**src/hw/rtl/zlss_pkg.sv**
```systemverilog
// Shared types and constants for the zip local entry stream scanner.
package zlss_pkg;

  typedef enum logic [1:0] {
    PH_HEADER = 2'd0,
    PH_NAME   = 2'd1,
    PH_EXTRA  = 2'd2,
    PH_DATA   = 2'd3
  } phase_t;

  // result kinds
  localparam logic [1:0] KIND_NAME    = 2'd0;
  localparam logic [1:0] KIND_PAYLOAD = 2'd1;
  localparam logic [1:0] KIND_STATUS  = 2'd2;

  // final status codes
  localparam logic [1:0] ST_FOUND      = 2'd0;
  localparam logic [1:0] ST_NOT_FOUND  = 2'd1;
  localparam logic [1:0] ST_NEED_MORE  = 2'd2;
  localparam logic [1:0] ST_UNREADABLE = 2'd3;

  // error codes
  localparam logic [2:0] ERR_NONE     = 3'd0;
  localparam logic [2:0] ERR_NOT_ZIP  = 3'd1;
  localparam logic [2:0] ERR_STRAY    = 3'd2;
  localparam logic [2:0] ERR_STREAMED = 3'd3;
  localparam logic [2:0] ERR_ENCRYPT  = 3'd4;
  localparam logic [2:0] ERR_ZIP64    = 3'd5;
  localparam logic [2:0] ERR_METHOD   = 3'd6;

  localparam logic [31:0] SIG_LOCAL_HDR = 32'h04034b50;
  localparam logic [31:0] SIG_CENTRAL   = 32'h02014b50;
  localparam logic [31:0] SIG_END_DIR   = 32'h06054b50;
  localparam logic [31:0] SIZE_ALL_ONES = 32'hFFFFFFFF;
  localparam logic [31:0] HDR_BYTES     = 32'd30;

  localparam int FLAG_STREAMED_BIT  = 3;
  localparam int FLAG_ENCRYPTED_BIT = 0;

  localparam logic [15:0] METHOD_STORED  = 16'd0;
  localparam logic [15:0] METHOD_DEFLATE = 16'd8;

  localparam logic [31:0] TAIL_VCV  = 32'h2E766376;  // ".vcv"
  localparam logic [39:0] TAIL_VCVS = 40'h2E76637673; // ".vcvs"

  // Results caused by one archive byte: an optional name/payload byte,
  // then an optional final status.
  typedef struct packed {
    logic        byte_vld;
    logic [1:0]  byte_kind;
    logic [7:0]  byte_value;
    logic        name_start;
    logic        stat_vld;
    logic [1:0]  status;
    logic [2:0]  error_code;
    logic [15:0] method;
    logic [31:0] usize;
  } bundle_t;

endpackage

```
**src/hw/rtl/zlss_front.sv**
```systemverilog
// Front end: header walker that turns each archive byte into a result bundle.
module zlss_front (
  input  logic             clk,
  input  logic             rst,
  input  logic             in_valid,
  output logic             in_ready,
  input  logic             mode,
  input  logic [7:0]       data_byte,
  input  logic             q_full,
  output logic             push,
  output zlss_pkg::bundle_t push_data
);
  import zlss_pkg::*;

  phase_t      phase, phase_next;
  logic [31:0] cnt, cnt_next, cnt_inc;
  logic        first_entry, first_next;
  logic [31:0] signature, sig_next;
  logic [15:0] flags, flags_next;
  logic [15:0] meth, meth_next;
  logic [31:0] csize, csize_next;
  logic [31:0] usize, usize_next;
  logic [15:0] nlen, nlen_next;
  logic [15:0] xlen, xlen_next, xlen_use;
  logic [39:0] tail, tail_next, tail_use;
  logic        wanted, wanted_next, wanted_use;
  logic        finished, fin_next;
  logic        an_go, ex_go, dt_go, end_go;
  logic        meth_ok;
  logic [7:0]  lc;
  logic        accept;
  bundle_t     bnd;

  assign in_ready = !q_full;
  assign accept   = in_valid && in_ready;
  assign cnt_inc  = cnt + 32'd1;
  assign meth_ok  = (meth == METHOD_STORED) || (meth == METHOD_DEFLATE);

  always_comb begin
    lc = data_byte;
    if (data_byte inside {[8'h41:8'h5A]}) lc = data_byte + 8'h20;
  end

  always_comb begin
    phase_next  = phase;
    cnt_next    = cnt;
    first_next  = first_entry;
    sig_next    = signature;
    flags_next  = flags;
    meth_next   = meth;
    csize_next  = csize;
    usize_next  = usize;
    nlen_next   = nlen;
    xlen_next   = xlen;
    tail_next   = tail;
    wanted_next = wanted;
    fin_next    = finished;
    bnd         = '0;
    an_go       = 1'b0;
    ex_go       = 1'b0;
    dt_go       = 1'b0;
    end_go      = 1'b0;
    xlen_use    = xlen;
    tail_use    = tail;
    wanted_use  = wanted;
    if (mode) begin
      if (!finished) begin
        bnd.stat_vld = 1'b1;
        bnd.status   = ST_NEED_MORE;
      end
      phase_next  = PH_HEADER;
      cnt_next    = '0;
      first_next  = 1'b1;
      sig_next    = '0;
      flags_next  = '0;
      meth_next   = '0;
      csize_next  = '0;
      usize_next  = '0;
      nlen_next   = '0;
      xlen_next   = '0;
      tail_next   = '0;
      wanted_next = 1'b0;
      fin_next    = 1'b0;
    end else if (!finished) begin
      case (phase)
        PH_HEADER: begin
          // little-endian fields shift in from the top
          if (cnt < 32'd4) sig_next = {data_byte, signature[31:8]};
          else if (cnt == 32'd6 || cnt == 32'd7) flags_next = {data_byte, flags[15:8]};
          else if (cnt == 32'd8 || cnt == 32'd9) meth_next = {data_byte, meth[15:8]};
          else if (cnt >= 32'd18 && cnt < 32'd22) csize_next = {data_byte, csize[31:8]};
          else if (cnt >= 32'd22 && cnt < 32'd26) usize_next = {data_byte, usize[31:8]};
          else if (cnt == 32'd26 || cnt == 32'd27) nlen_next = {data_byte, nlen[15:8]};
          else if (cnt == 32'd28 || cnt == 32'd29) xlen_next = {data_byte, xlen[15:8]};
          cnt_next = cnt_inc;
          xlen_use = xlen_next;
          if (cnt_inc == HDR_BYTES) begin
            if (signature != SIG_LOCAL_HDR) begin
              bnd.stat_vld = 1'b1;
              fin_next     = 1'b1;
              if (signature == SIG_CENTRAL || signature == SIG_END_DIR) begin
                bnd.status = ST_NOT_FOUND;
              end else begin
                bnd.status     = ST_UNREADABLE;
                bnd.error_code = first_entry ? ERR_NOT_ZIP : ERR_STRAY;
              end
            end else begin
              phase_next  = PH_NAME;
              cnt_next    = '0;
              tail_next   = '0;
              tail_use    = '0;
              wanted_next = 1'b0;
              if (nlen_next == 16'd0) an_go = 1'b1;
            end
          end
        end
        PH_NAME: begin
          bnd.byte_vld   = 1'b1;
          bnd.byte_kind  = KIND_NAME;
          bnd.byte_value = data_byte;
          bnd.name_start = (cnt == 32'd0);
          tail_use       = {tail[31:0], lc};
          tail_next      = tail_use;
          cnt_next       = cnt_inc;
          if (cnt_inc == {16'd0, nlen}) an_go = 1'b1;
        end
        PH_EXTRA: begin
          cnt_next = cnt_inc;
          if (cnt_inc == {16'd0, xlen}) dt_go = 1'b1;
        end
        PH_DATA: begin
          if (wanted && meth_ok) begin
            bnd.byte_vld   = 1'b1;
            bnd.byte_kind  = KIND_PAYLOAD;
            bnd.byte_value = data_byte;
          end
          cnt_next = cnt_inc;
          if (cnt_inc == csize) end_go = 1'b1;
        end
        default: begin
          phase_next = PH_HEADER;
        end
      endcase

      // end of name: flag checks, then suffix match
      if (an_go) begin
        if (flags[FLAG_STREAMED_BIT]) begin
          bnd.stat_vld   = 1'b1;
          bnd.status     = ST_UNREADABLE;
          bnd.error_code = ERR_STREAMED;
          fin_next       = 1'b1;
        end else if (flags[FLAG_ENCRYPTED_BIT]) begin
          bnd.stat_vld   = 1'b1;
          bnd.status     = ST_UNREADABLE;
          bnd.error_code = ERR_ENCRYPT;
          fin_next       = 1'b1;
        end else if (csize == SIZE_ALL_ONES || usize == SIZE_ALL_ONES) begin
          bnd.stat_vld   = 1'b1;
          bnd.status     = ST_UNREADABLE;
          bnd.error_code = ERR_ZIP64;
          fin_next       = 1'b1;
        end else begin
          wanted_use  = (tail_use[31:0] == TAIL_VCV) || (tail_use == TAIL_VCVS);
          wanted_next = wanted_use;
          ex_go       = 1'b1;
        end
      end
      if (ex_go) begin
        phase_next = PH_EXTRA;
        cnt_next   = '0;
        if (xlen_use == 16'd0) dt_go = 1'b1;
      end
      if (dt_go) begin
        phase_next = PH_DATA;
        cnt_next   = '0;
        if (csize == 32'd0) end_go = 1'b1;
      end
      if (end_go) begin
        if (wanted_use) begin
          bnd.stat_vld = 1'b1;
          fin_next     = 1'b1;
          if (meth_ok) begin
            bnd.status = ST_FOUND;
            bnd.method = meth;
            bnd.usize  = usize;
          end else begin
            bnd.status     = ST_UNREADABLE;
            bnd.error_code = ERR_METHOD;
          end
        end else begin
          phase_next = PH_HEADER;
          cnt_next   = '0;
          first_next = 1'b0;
        end
      end
    end
  end

  assign push      = accept && (bnd.byte_vld || bnd.stat_vld);
  assign push_data = bnd;

  always_ff @(posedge clk) begin
    if (rst) begin
      phase       <= PH_HEADER;
      cnt         <= '0;
      first_entry <= 1'b1;
      signature   <= '0;
      flags       <= '0;
      meth        <= '0;
      csize       <= '0;
      usize       <= '0;
      nlen        <= '0;
      xlen        <= '0;
      tail        <= '0;
      wanted      <= 1'b0;
      finished    <= 1'b0;
    end else if (accept) begin
      phase       <= phase_next;
      cnt         <= cnt_next;
      first_entry <= first_next;
      signature   <= sig_next;
      flags       <= flags_next;
      meth        <= meth_next;
      csize       <= csize_next;
      usize       <= usize_next;
      nlen        <= nlen_next;
      xlen        <= xlen_next;
      tail        <= tail_next;
      wanted      <= wanted_next;
      finished    <= fin_next;
    end
  end

  // after a final status only end of data may produce anything
  a_quiet_when_done: assert property (@(posedge clk) disable iff (rst)
    (accept && finished && !mode) |-> !push)
    else $error("result produced after final status");

  a_status_latches: assert property (@(posedge clk) disable iff (rst)
    (push && push_data.stat_vld && push_data.status != ST_NEED_MORE) |=> finished)
    else $error("final status did not stop the scanner");

  a_start_on_name: assert property (@(posedge clk) disable iff (rst)
    (push && push_data.name_start) |->
      (push_data.byte_vld && push_data.byte_kind == KIND_NAME))
    else $error("name start flag on a non-name result");

endmodule

```
**src/hw/rtl/zlss_queue.sv**
```systemverilog
// Small bundle queue between the header walker and the output stage.
module zlss_queue #(
  parameter int DEPTH = 4
) (
  input  logic              clk,
  input  logic              rst,
  input  logic              push,
  input  zlss_pkg::bundle_t push_data,
  input  logic              pop,
  output zlss_pkg::bundle_t head,
  output logic              full,
  output logic              not_empty
);
  import zlss_pkg::*;

  localparam int PW = (DEPTH > 1) ? $clog2(DEPTH) : 1;
  localparam int CW = $clog2(DEPTH + 1);
  localparam logic [PW-1:0] LAST_SLOT = PW'(DEPTH - 1);
  localparam logic [CW-1:0] FULL_CNT  = CW'(DEPTH);

  bundle_t       slots [DEPTH];
  logic [PW-1:0] wr_ptr, rd_ptr;
  logic [CW-1:0] count;

  assign full      = (count == FULL_CNT);
  assign not_empty = (count != '0);
  assign head      = slots[rd_ptr];

  always_ff @(posedge clk) begin
    if (push) slots[wr_ptr] <= push_data;
  end

  always_ff @(posedge clk) begin
    if (rst) begin
      wr_ptr <= '0;
      rd_ptr <= '0;
      count  <= '0;
    end else begin
      if (push) wr_ptr <= (wr_ptr == LAST_SLOT) ? '0 : wr_ptr + PW'(1);
      if (pop)  rd_ptr <= (rd_ptr == LAST_SLOT) ? '0 : rd_ptr + PW'(1);
      if (push && !pop)      count <= count + CW'(1);
      else if (pop && !push) count <= count - CW'(1);
    end
  end

  a_no_overflow: assert property (@(posedge clk) disable iff (rst)
    push |-> (!full || pop))
    else $error("queue overflow");

  a_no_underflow: assert property (@(posedge clk) disable iff (rst)
    pop |-> not_empty)
    else $error("queue underflow");

endmodule

```
**src/hw/rtl/zlss_back.sv**
```systemverilog
// Output stage: unpacks each bundle into one or two result transfers.
module zlss_back (
  input  logic              clk,
  input  logic              rst,
  input  zlss_pkg::bundle_t head,
  input  logic              not_empty,
  output logic              pop,
  output logic              out_valid,
  input  logic              out_ready,
  output logic [1:0]        kind,
  output logic [7:0]        byte_value,
  output logic              name_start,
  output logic [1:0]        status,
  output logic [2:0]        error_code,
  output logic [15:0]       method,
  output logic [31:0]       uncompressed_size,
  output logic              last
);
  import zlss_pkg::*;

  bundle_t slot;
  logic    sel;       // 1 once the byte part has been transferred
  logic    show_stat;
  logic    fire, done;

  assign show_stat = sel || !slot.byte_vld;
  assign fire      = out_valid && out_ready;
  assign done      = show_stat || !slot.stat_vld;
  assign pop       = not_empty && (!out_valid || (fire && done));

  always_ff @(posedge clk) begin
    if (pop) slot <= head;
  end

  always_ff @(posedge clk) begin
    if (rst) begin
      out_valid <= 1'b0;
      sel       <= 1'b0;
    end else if (pop) begin
      out_valid <= 1'b1;
      sel       <= 1'b0;
    end else if (fire) begin
      out_valid <= !done;
      sel       <= !done;
    end
  end

  always_comb begin
    if (show_stat) begin
      kind              = KIND_STATUS;
      byte_value        = '0;
      name_start        = 1'b0;
      status            = slot.status;
      error_code        = slot.error_code;
      method            = slot.method;
      uncompressed_size = slot.usize;
    end else begin
      kind              = slot.byte_kind;
      byte_value        = slot.byte_value;
      name_start        = slot.name_start;
      status            = ST_FOUND;
      error_code        = ERR_NONE;
      method            = '0;
      uncompressed_size = '0;
    end
  end

  assign last = done;

  a_stat_part_exists: assert property (@(posedge clk) disable iff (rst)
    (out_valid && sel) |-> (slot.byte_vld && slot.stat_vld))
    else $error("status part shown for a bundle without one");

  a_split_follows: assert property (@(posedge clk) disable iff (rst)
    (fire && !done) |=> (out_valid && sel))
    else $error("status part of a split bundle was lost");

endmodule

```
**src/hw/rtl/zip_local_entry_stream_scanner_core.sv**
```systemverilog
// Top level of the zip local entry stream scanner.
// Feed the archive one byte per transfer on the input channel (mode 0) and
// send mode 1 when no more bytes are available now; that transfer reports
// need more (unless a final status already went out) and returns the block
// to its reset state. The scanner walks the local file headers, passes every
// entry name byte out as a kind 0 result (name_start marks the first of an
// entry), skips extra fields and the data of other entries, and for the first
// entry whose name ends in ".vcv" or ".vcvs" (any case) passes its data out
// raw as kind 1 results followed by a found status carrying the method and
// uncompressed size. Deflate data is not inflated. A central directory or
// end-of-directory signature gives not found; streamed sizes, encryption,
// zip64 sizes, an unknown method on the wanted entry or a bad signature give
// unreadable with an error code. After a final status further bytes are
// taken and dropped until mode 1. The header walker takes one byte per clock
// and never stalls on its own; it only waits when the queue of QUEUE_DEPTH
// result bundles in front of the output stage is full. The output stage
// moves one result per clock, so a byte that causes two results (a last name
// byte together with a status) takes two output transfers; sustained rate
// is one byte per clock while the sink keeps out_ready high. There is no
// clearing pass after reset; the first byte is taken on the cycle after rst
// drops. last marks the final result that an input transfer produces.
module zip_local_entry_stream_scanner_core #(
  parameter int QUEUE_DEPTH = 4
) (
  input  logic        clk,
  input  logic        rst,
  input  logic        in_valid,
  output logic        in_ready,
  input  logic        mode,
  input  logic [7:0]  data_byte,
  output logic        out_valid,
  input  logic        out_ready,
  output logic [1:0]  kind,
  output logic [7:0]  byte_value,
  output logic        name_start,
  output logic [1:0]  status,
  output logic [2:0]  error_code,
  output logic [15:0] method,
  output logic [31:0] uncompressed_size,
  output logic        last
);
  import zlss_pkg::*;

  logic    q_full, q_not_empty;
  logic    push, pop;
  bundle_t push_data, head;

  // front: header walker, one archive byte per transfer
  zlss_front u_front (
    .clk       (clk),
    .rst       (rst),
    .in_valid  (in_valid),
    .in_ready  (in_ready),
    .mode      (mode),
    .data_byte (data_byte),
    .q_full    (q_full),
    .push      (push),
    .push_data (push_data)
  );

  // decoupling queue of result bundles
  zlss_queue #(
    .DEPTH (QUEUE_DEPTH)
  ) u_queue (
    .clk       (clk),
    .rst       (rst),
    .push      (push),
    .push_data (push_data),
    .pop       (pop),
    .head      (head),
    .full      (q_full),
    .not_empty (q_not_empty)
  );

  // back: registered output, splits two-result bundles
  zlss_back u_back (
    .clk               (clk),
    .rst               (rst),
    .head              (head),
    .not_empty         (q_not_empty),
    .pop               (pop),
    .out_valid         (out_valid),
    .out_ready         (out_ready),
    .kind              (kind),
    .byte_value        (byte_value),
    .name_start        (name_start),
    .status            (status),
    .error_code        (error_code),
    .method            (method),
    .uncompressed_size (uncompressed_size),
    .last              (last)
  );

  a_found_fields: assert property (@(posedge clk) disable iff (rst)
    (out_valid && kind != KIND_STATUS) |-> (method == 16'd0 && uncompressed_size == 32'd0))
    else $error("header fields leaked onto a byte result");

endmodule
```
**config.mk**
```make
export PLATFORM = sky130hd
export DESIGN_NAME = zip_local_entry_stream_scanner_core
export DESIGN_NICKNAME = d
export VERILOG_FILES = /design/src/hw/rtl/zlss_pkg.sv /design/src/hw/rtl/zlss_front.sv /design/src/hw/rtl/zlss_queue.sv /design/src/hw/rtl/zlss_back.sv /design/src/hw/rtl/zip_local_entry_stream_scanner_core.sv
export SDC_FILE = /design/constraint.sdc
export NUM_CORES = 1
export LEC_CHECK = 0
export BUFFER_PORTS_ARGS = -buffer_cell sky130_fd_sc_hd__buf_2
export CORE_ASPECT_RATIO = 0.75
export CORE_MARGIN = 8
export CORE_UTILIZATION = 44
export DETAILED_ROUTE_END_ITERATION = 6
export GPL_TIMING_DRIVEN = 0
export PLACE_DENSITY_LB_ADDON = 0.12
export SLEW_MARGIN = 20
export SYNTH_ARGS = -nofsm -noshare
export SYNTH_HDL_FRONTEND = slang
export SYNTH_SLANG_ARGS = --single-unit
```
**constraint.sdc**
```tcl
create_clock -name clk -period 5.7 [get_ports clk]
set_input_delay 0.285 -clock clk [delete_from_list [all_inputs] [get_ports clk]]
set_output_delay 0.285 -clock clk [all_outputs]
set_load 0.1 [all_outputs]
```
Word-level counts from Yosys, hierarchy flattened
Memory sizes are Yosys's and may differ from the RTL's. A register that Yosys moved wholly into a read port is not among the register bits.
Cells that the tools add are included.
W data, S select, Z words.
- bits of input ports: 13
- RAM bits: 264
- memories kept: 1
- word-level logic and storage cells: 291
- bits in registers: 246
- output and inout bits: 67
- memories (memory ; words ; width ; read ports ; clocked after Yosys merged registers in ; wr ports ; line ; text):
    u_queue.slots ; 4 ; 66 ; 1 ; 1 ; 1 ; zlss_queue.sv:21 ; bundle_t slots [DEPTH];
- order comparisons: 7
- reductions and logical operators: 56
- add/sub/neg operators: 6
- muxes and demuxes: 171
- eq/ne operators: 32
- operator list (cell ; count):
    $mux W32 ; 28
    $mux W16 ; 35
    $mux W40 ; 5
    $eq A32 B5 Y1 const B ; 5
    $mux W54 ; 2
    $pmux W40 S2 ; 1
    $mux W66 ; 1
    $eq A32 B16 Y1 ; 2
    $eq A32 B3 Y1 const B ; 2
    $eq A32 B32 Y1 const B ; 2
    $eq A32 B4 Y1 const B ; 2
    $ge A32 B5 Y1 const B ; 2
    $logic_not A32 Y1 ; 2
    $lt A32 B5 Y1 const B ; 2
    $pmux W32 S2 ; 1
    $mux W1 ; 60
    $mux W51 ; 1
    $logic_not A16 Y1 ; 3
    $mux W48 ; 1
    $mux W6 ; 7
    $eq A40 B38 Y1 const B ; 1
    $add A32 B1 Y32 const B ; 1
    $eq A32 B26 Y1 const B ; 1
    $eq A32 B27 Y1 const B ; 1
    other kinds (37) ; 104

Depth between registers and ports, before layout
Gate-level depths: netlist of run 1.
- word-level depth: 36
- mapped depth: 21
- depth with buffers taken out: 19

By module
From an unflattened synthesis of run 1, not the netlist that was laid out.
- cells, all modules: 2358
- area total of the unflattened synthesis: 26386.6 um^2
- modules (own cells, without submodules) (module ; sequential area each (um^2) ; times used ; cells each ; area each (um^2)):
    zlss_front ; 4504.3 ; 1 ; 1820 ; 13893.3
    zlss_queue ; 8107.8 ; 1 ; 388 ; 9959.6
    zlss_back ; 2021.9 ; 1 ; 150 ; 2533.7

Least setup slack after synthesis of run 1
OpenSTA, ideal clock, no wires.
- kind: reg-to-reg
- from: reg, netlist name u_back.slot[65]
- to: reg u_queue.count[2]
- arrival time: 6.088 ns
- data required time: 5.630 ns
- stages on the path, launching flop included: 12
- slack: -0.459 ns
- path buffers: 0
- path through: edfxtp_1 nor2b_1 nand2_1 nand2_1 a21oi_1 inv_1 ha_1 inv_1 fa_1 xor2_1 or3_1 a21oi_1
- longest elaborated chain between the ends: 9
- elaborated cells on any way between the ends: 11
- classes of those cells: 1 x mux; 10 x reduce/logical
- RTL lines (element ; line ; text):
    $logic_not A1 Y1 (*) ; zlss_back.sv:26 ; assign show_stat = sel || !slot.byte_vld;
    $logic_or A1 B1 Y1 (*) ; zlss_back.sv:26 ;
    $logic_or A1 B1 Y1 (*) ; zlss_back.sv:28 ; assign done = show_stat || !slot.stat_vld;
    net last ; zip_local_entry_stream_scanner_core.sv:40 ; output logic last
    $logic_and A1 B1 Y1 (*) ; zlss_back.sv:29 ; assign pop = not_empty && (!out_valid || (fire && done));
    $logic_or A1 B1 Y1 (*) ; zlss_back.sv:29 ;
    $logic_and A1 B1 Y1 (*) ; zlss_back.sv:29 ;
    net pop ; zip_local_entry_stream_scanner_core.sv:45 ; logic push, pop;
    $logic_not A1 Y1 ; zlss_queue.sv:41 ; if (push && !pop) count <= count + CW'(1);
    $logic_and A1 B1 Y1 ; zlss_queue.sv:41 ;
    $mux W3 / $reduce_bool A2 Y1 (equally long branches) ; - ;
    end signal: assignment ; zlss_queue.sv:41 ;
    end signal: assignment ; zlss_queue.sv:42 ; else if (pop && !push) count <= count - CW'(1);
    end: declaration ; zlss_queue.sv:23 ; logic [CW-1:0] count;
The timed path passes the listed nets; every way through them passes the cells marked *.
A chain may end at the register's enable or synchronous reset.

Worst setup path after layout of run 1
- from: reg u_front.cnt[6]
- to: reg u_queue.count[2]
- longest elaborated chain between the ends: 35
- elaborated cells on any way between the ends: 97
- classes of those cells: 1 x add/sub; 5 x order compare; 14 x eq/ne; 62 x mux; 15 x reduce/logical
- RTL lines (element ; line ; text):
    start: declaration ; zlss_front.sv:16 ; logic [31:0] cnt, cnt_next, cnt_inc;
    start signal: assignment ; zlss_front.sv:219 ; cnt <= cnt_next;
    parallel branches: the longest is 27 deep, another holds $ge A32 B5 Y1 ; - ;
    $mux W54 (*) ; zlss_front.sv:178 ; if (end_go) begin
    $mux W66 (*) ; zlss_front.sv:84 ; end else if (!finished) begin
    $mux W3 (*) ; zlss_front.sv:66 ; if (mode) begin
    $logic_or A1 B1 Y1 (*) ; zlss_front.sv:199 ; assign push = accept && (bnd.byte_vld || bnd.stat_vld);
    $logic_and A1 B1 Y1 (*) ; zlss_front.sv:199 ;
    net push ; zip_local_entry_stream_scanner_core.sv:45 ;
    $logic_not A1 Y1 ; zlss_queue.sv:42 ;
    $logic_and A1 B1 Y1 ; zlss_queue.sv:42 ;
    $reduce_bool A2 Y1 (no source line) ; - ;
Mark *: on every way through the listed nets, which the timed path passes. The select of a mux whose other input is x is not followed.

==> impl_metrics.yaml, run 1 <==
run_status:
  outcome: "finished clean"
synthesis:
  ys_seq_area_share_pct: 57.3
  synth_area_um2: 25200
  syn-instance-count: 2225
  yosysWarnings: 0
  syn_avg_cell_area_um2: 11.3
  yosysTopAreaCellShare_pct: 38.7
  synth_top_area_cell: "edfxtp_1"
  ys_ff_latch: 559
  synthFlopType: "edfxtp_1"
  synth_area_leaders: "edfxtp_1 39%, dfxtp_1 19%, mux4_2 5.8%"
  synth_edf_count: 325
  yosysMostFrequentCell: "edfxtp_1"
  synth_cell_types: 85
  synthTopCellsByCount: "325 x edfxtp_1, 234 x dfxtp_1, 195 x nor2_1, 175 x nand2_1, 133 x a21oi_1"
  async_flop_share_pct: 0
sta:
  max_slew_margin_pct: 27.2
  fin_crit_sh_pct: 97.6
  hold_slack_ps: 127
  fmax_mhz: 180
  tightest_slew_ps: 1090
  fin_skew_ps: 49.3
  final_hold_viol_count: 0
  tns_ps: 0
  min_period_ps: 5560
  finalSetupViolations: 0
  maxSlewViolCount: 0
setup_path:
  timing.critical_path.mode_cell: "nor3_1"
  path_buf_inv: 2
  r2r-start: "u_front.cnt[6]"
  crit_arrival_ps: 6120
  required_ps: 6260
  cp_top_family: "simple AND/OR/NAND/NOR gates"
  r2r_slack_ps: 140
  path_max_fanout: 10
  crit_type: "reg2reg"
  worstPathCellList: "buf_2, nor4_1, nand4_1, nor3_1, mux2_2, nor3_1, nand3_1, a21oi_2, o2111ai_2, a21o_4, a21oi_4, ha_1, inv_1, fa_1, xor2_1, or3_1, a21oi_1"
  cp-startpoint: "u_front.cnt[6]"
  start_kind: "flop"
  cp_slowest_cell: "nor4_1"
  r2r_cells: 17
  r2r_end: "u_queue.count[2]"
  critical-path-max-stage-delay_ps: 780
  endpoint_kind: "flop"
layout:
  final_nets: 2452
  area_delta_synth_final_pct: 14.7
  fillerInstances: 5057
  n_antenna_cell: 0
  drive_above_1_share_pct: 12.8
worst_hold_path:
  hold_class: "in2reg"
  whs_path_depth: 3
  min-delay-start: "data_byte[7]"
  whs_endpoint: "u_front.xlen[15]"
power:
  powerDensity_nw_per_um2: 427
  ir_drop_mv: 0.353
  finalPower_uw: 12300
  power.leakage_uw: 0.00978
floorplan:
  die_y_um: 223
  die_area_um2: 65200
  fp.dieW_um: 292
  start_util_pct: 44.2
  io_pins: 80
  placementRows: 76
  coreArea_um2: 57100
route:
  routed_via_density: 5.94
  wl_per_cell_um: 23.6
  ant_nets: 0
  drtPass1Iterations: 6
  post-route-drc-count: 0
  wl_um: 75700
  drt_iter0_drc: 2212
  num_vias: 19100
global_routing:
  grt_pass1_vias: 18500
  gr-total-overflow: 0
  grt_max_degree: 41
  use_met2_pct: 35.3
  track_usage_pct: 22.7
  grt_first_pass_wirelength_um: 116000
  grt_util_met1_pct: 33.4
  grt_busiest_layer: "met2"
  grt_util_met3_pct: 3.09
  antenna_found_initial: 0
clocking:
  clock_path_buffers: 3
  tritoncts: "yes"
  root_buffer: "clkbuf_16"
  insertion_delay_ps: 630
  cts_sinks: 559
  clk_pin_slew_worst_paths_ps: 70
  hold_buffers: 0
  cts_max_level: 2
  cts_buffers: 55
placed_design:
  hpwl_um: 53300
  portBuffers: 74
  place_congestion: 0.922
job:
  drv_cap: 0
## routing by layer
metal  vias to the layer above  share of wire [%]
li1                       8692                  -
met1                      9486                 46
met3                       120                7.4
met2                       766                 45
met5                         -                  0
met4                         0                2.1
## cell families after synthesis
| family | share of synthesized area, % |
|---|---|
| and+or+nand+nor | 18.6 |
| DFF | 57.3 |
| AOI/OAI and AO/OA | 10.6 |
| buffers and inverters | 3.12 |
| muxes | 6.70 |
| xor gates and xnor gates | 2.98 |
| adders and majority gates | 0.626 |
| other | 0.0149 |
## area by class of cell
class | count | area [um2] | area share, %
Tap cell | 741 | 927 | 3.21
Multi-Input combinational cell | 1537 | 10300 | 35.7
Clock buffer | 71 | 1520 | 5.25
Inverter | 25 | 93.8 | 0.325
Sequential cell | 559 | 14400 | 50.0
Buffer | 163 | 693 | 2.40
Timing Repair Buffer | 86 | 611 | 2.11
Clock inverter | 29 | 289 | 1.00
## tightest hold or removal path, cell delays in order
cell and delay (ps):
buf_2 230, a22oi_1 110, nor2_1 90
## worst max-delay path by stage
stage	end	slack [ps]	cells past startpoint
2_1_floorplan	u_queue.slots[0][0]	320	15
4_1_cts	u_queue.count[2]	30	17
6_report	u_queue.count[2]	140	17
3_3_place_gp	u_queue.slots[1][10]	-2340	13
5_1_grt	u_queue.count[2]	-10	20
3_5_place_dp	u_queue.count[2]	-150	20
## timing repair
| item | 4_1_cts | 5_1_grt |
|---|---|---|
| pin swaps | 0 | 2 |
| setup endpoints to repair | 59 | 151 |
| setup buffers | 0 | 3 |
| gates resized for setup | 4 | 10 |
## per-stage QoR
| stage | util (%) | std cells | setup slack (ps) | cell area [um2] |
|---|---|---|---|---|
| after floorplan | - | 2284 | 319 | 25400 |
| after global placement | 46.8 | 3099 | -2340 | 26700 |
| after detailed placement | 47.3 | 3108 | -155 | 27000 |
| after CTS | 50.5 | 3208 | 32.9 | 28800 |
| after global routing | 50.6 | 3211 | -10.9 | 28900 |
| final | 50.6 | 3211 | 136 | 28900 |
## state kept, by name, summed over array words and instances (netlist names), 2 cells and up
signal and count:
u_front.nlen 16, u_queue.count 3, u_front.usize 32, u_front.signature 32, u_front.flags 4, u_front.xlen 16
u_queue.rd_ptr 2, u_front.phase 2, u_front.tail 40, u_front.meth 16, u_queue.slots 260, u_front.cnt 32
u_front.csize 32, u_back.slot 65, u_queue.wr_ptr 2
## layout by cell type (no fill, tap or decap), types with 65 or more instances in the layout
master    instances
dfxtp_1         234
a21oi_1         131
nand3_1          90
nand2_1         175
edfxtp_1        325
mux4_2           65
nor2b_1          70
clkbuf_1        124
nor2_1          194
buf_2            94
a22oi_1         107
## power breakdown
group | leakage, uW | switching (uW) | internal (uW) | total, uW
clock network | 0.000866 | 1610 | 2030 | 3640
logic | 0.00409 | 2980 | 826 | 3810
registers | 0.00482 | 126 | 4760 | 4890
No activity file was read; power rests on OpenSTA's default activity.
==> run 2, diff against run 1 <==
--- a/config.mk
+++ b/config.mk
@@ -5,6 +5,7 @@
 export SDC_FILE = /design/constraint.sdc
 export NUM_CORES = 1
 export LEC_CHECK = 0
+export ABC_AREA = 1
 export BUFFER_PORTS_ARGS = -buffer_cell sky130_fd_sc_hd__buf_2
 export CORE_ASPECT_RATIO = 0.75
 export CORE_MARGIN = 8
@@ -12,6 +13,7 @@
 export DETAILED_ROUTE_END_ITERATION = 6
 export GPL_TIMING_DRIVEN = 0
 export PLACE_DENSITY_LB_ADDON = 0.12
+export RECOVER_POWER = 25
 export SLEW_MARGIN = 20
 export SYNTH_ARGS = -nofsm -noshare
 export SYNTH_HDL_FRONTEND = slang
==> constraint.sdc (replaced) <==
create_clock -name clk -period 4.8 [get_ports clk]
set_input_delay 0.24 -clock clk [delete_from_list [all_inputs] [get_ports clk]]
set_output_delay 0.24 -clock clk [all_outputs]
set_load 0.1 [all_outputs]
==> run 2 against run 1 <==
  * Setup slack improved by 57 ps
  * Global-route usage rose by 0.68 points
  * Routed wire length is 7.9% higher
  * First-iteration DRC count increased by 6.6%
  * Utilization increased by 1.5 points
  * Fmax increased by 21%
  * Flip-flop and latch count unchanged
  * Largest cell class unchanged
  * Cell area up 6.1%
  * Die area up 3.3%
  * Critical path depth is 12 higher
  * Clock power is 20% higher
==> impl_metrics.yaml, run 2 <==
run_status:
  outcome: "finished clean"
layout:
  largest_reg_flops: 260
  drive_above_1_share_pct: 13.2
  finalCoreUtilization_pct: 52.2
  n_antenna_cell: 0
  reg.largest.list: "u_queue.slots (260), u_back.slot (65), u_front.tail (40)"
  layout_common_cells: "588 x nand2_1, 350 x nor2_1, 325 x edfxtp_1"
  top_register: "u_queue.slots"
  area_delta_synth_final_pct: 17.6
  mostFrequentLayoutCell: "nand2_1"
  final_nets: 3310
route:
  routed.top_layer: "met4"
  post-route-drc-count: 0
  ant_nets: 0
  drtPass1Iterations: 6
  route.met3.wl_um: 7520
  wl_met1_um: 39200
  met2_length_um: 33400
  wl_um: 81700
  num_vias: 22400
  wl_per_cell_um: 19.8
  routed_via_density: 5.43
  drt_iter0_drc: 2357
global_routing:
  grt_pass1_vias: 21000
  grt_first_pass_wirelength_um: 124000
  gr-total-overflow: 0
  antenna_found_initial: 0
  grt_max_degree: 23
  track_usage_pct: 23.3
sta:
  tightest_slew_ps: 1280
  min_period_ps: 4610
  fmax_mhz: 217
  maxSlewViolCount: 0
  fin_crit_sh_pct: 96.0
  final_hold_viol_count: 0
  tns_ps: 0
  finalSetupViolations: 0
  max_slew_margin_pct: 15.0
  fin_skew_ps: 31.8
  rsz0062_at_grt: "true"
floorplan:
  coreArea_um2: 58800
  start_util_pct: 44.4
  placementRows: 77
  die_y_um: 227
  io_pins: 80
  die_area_um2: 67400
  fp.dieW_um: 297
synthesis:
  synth_cell_types: 56
  synth-simple-area-share_pct: 22.0
  synth_area_leaders: "edfxtp_1 37%, dfxtp_1 18%, nand2_1 9.0%"
  synth_top_area_cell: "edfxtp_1"
  synth.area.mux_share_pct: 0.115
  synth_area_um2: 26100
  synth_top_family_by_area: "simple AND/OR/NAND/NOR gates"
  synth_compound_area_share_pct: 13.9
  ys_ff_latch: 559
  syn_avg_cell_area_um2: 8.56
  synth_edf_count: 325
  synth_fa_ha_area_share_pct: 0.605
  synthTopCellsByCount: "628 x nand2_1, 382 x nor2_1, 325 x edfxtp_1, 301 x inv_1, 234 x dfxtp_1"
  syn-instance-count: 3045
  ys_seq_area_share_pct: 55.4
  yosysMostFrequentCell: "nand2_1"
  synth-xor-area-share_pct: 0.974
  synthFlopType: "edfxtp_1"
  yosysTopAreaCellShare_pct: 37.4
  yosysWarnings: 0
  async_flop_share_pct: 0
worst_hold_path:
  hold_class: "in2reg"
power:
  comb_power_share_pct: 35.5
  powerDensity_nw_per_um2: 525
  power.leakage_uw: 0.0113
  ir_drop_mv: 0.554
  pwr-share-seq_pct: 37.3
  clockPowerShare_pct: 27.1
  swShare_pct: 42.4
  p_int_uw: 9270
  switchingPower_uw: 6830
setup_path:
  start_kind: "flop"
  endpoint_kind: "flop"
  required_ps: 5130
  path_max_fanout: 22
  cp_slowest_cell: "dfxtp_4"
  crit_arrival_ps: 4930
  crit_type: "reg2reg"
  critical-path-max-stage-delay_ps: 390
placed_design:
  portBuffers: 78
  place_congestion: 0.953
  hpwl_um: 59600
clocking:
  cts_max_level: 2
  cts_sinks: 559
  clock_path_buffers: 3
  tritoncts: "yes"
  cts_buffers: 56
  insertion_delay_ps: 640
  clk_pin_slew_worst_paths_ps: 60
  root_buffer: "clkbuf_16"
job:
  drv_cap: 0
==> run 2: metal layers <==
layer,track usage (%),vias up
li1,-,10700
met4,5.45,0
met5,0,-
met3,5.74,114
met1,34.8,10700
met2,33.8,855
==> run 2: power by group through the flow <==
stage / Sequential [uW] / Clock (uW) / Combinational [uW]
global route: 6050 / 4630 / 6110
floorplan: 6060 / 0 / 4210
finish: 6010 / 4370 / 5720
detailed placement: 6100 / 0 / 5760
CTS: 6000 / 4450 / 5780
global placement: 6150 / 0 / 5540
==> run 2: kinds of logic after synthesis <==
group                      after synthesis
adders and majority gates               12
other                                    1
buffers and inverters                  472
and+or+nand+nor                       1334
DFF                                    559
muxes                                    3
xor gates and xnor gates                29
AOI/OAI and AO/OA                      635
==> run 2: timing repair <==
action | in CTS | in global routing
buffers inserted | 10 | 19
cloned | 0 | 2
hold buffers | 0 | 0
endpoints found under the setup margin | 395 | 358
pin swaps | 10 | 31
hold endpoints to repair | 0 | 0
resized for setup | 50 | 126
==> run 2: path summary, 6_finish.rpt <==
kind                              from                   end  slack (ps)  cells past startpoint
setup / recovery        u_front.cnt[1]  u_queue.slots[1][13]         190                     29
hold / removal            data_byte[0]       u_front.xlen[8]          50                      5
setup reg to reg        u_front.cnt[1]  u_queue.slots[1][13]         190                     29
hold reg to reg   u_front.signature[1]  u_front.signature[1]         460                      2
==> run 2: layout make-up <==
class,instances,area (um2)
repair buffers,124,968
inverters,314,1180
well taps,790,988
flip-flops and latches,559,14500
multi-input cells,2073,10500
plain buffers,157,701
clock buffers,68,1470
fillers,5645,28100
clock inverters,31,342
==> run 2: per-stage QoR <==
stage	instances	setup slack [ps]	power [uW]	hold slack (ps)	area, um2
after global placement	3972	-3220	11700	444	27700
after detailed placement	3987	-1100	11900	447	28100
final	4116	193	16100	54.9	30700
after global routing	4116	-57.6	16800	48.7	30700
after floorplan	3104	-422	10300	436	26300
after CTS	4096	15.4	16200	14.9	30100
==> run 2: worst max-delay path, delay by kind of cell (launching register included) <==
family          cells  cell delay, ps
buf+inv             5             810
flops               1             390
simple gates       22            2730
compound gates      1             160
fa+ha+maj           1             160
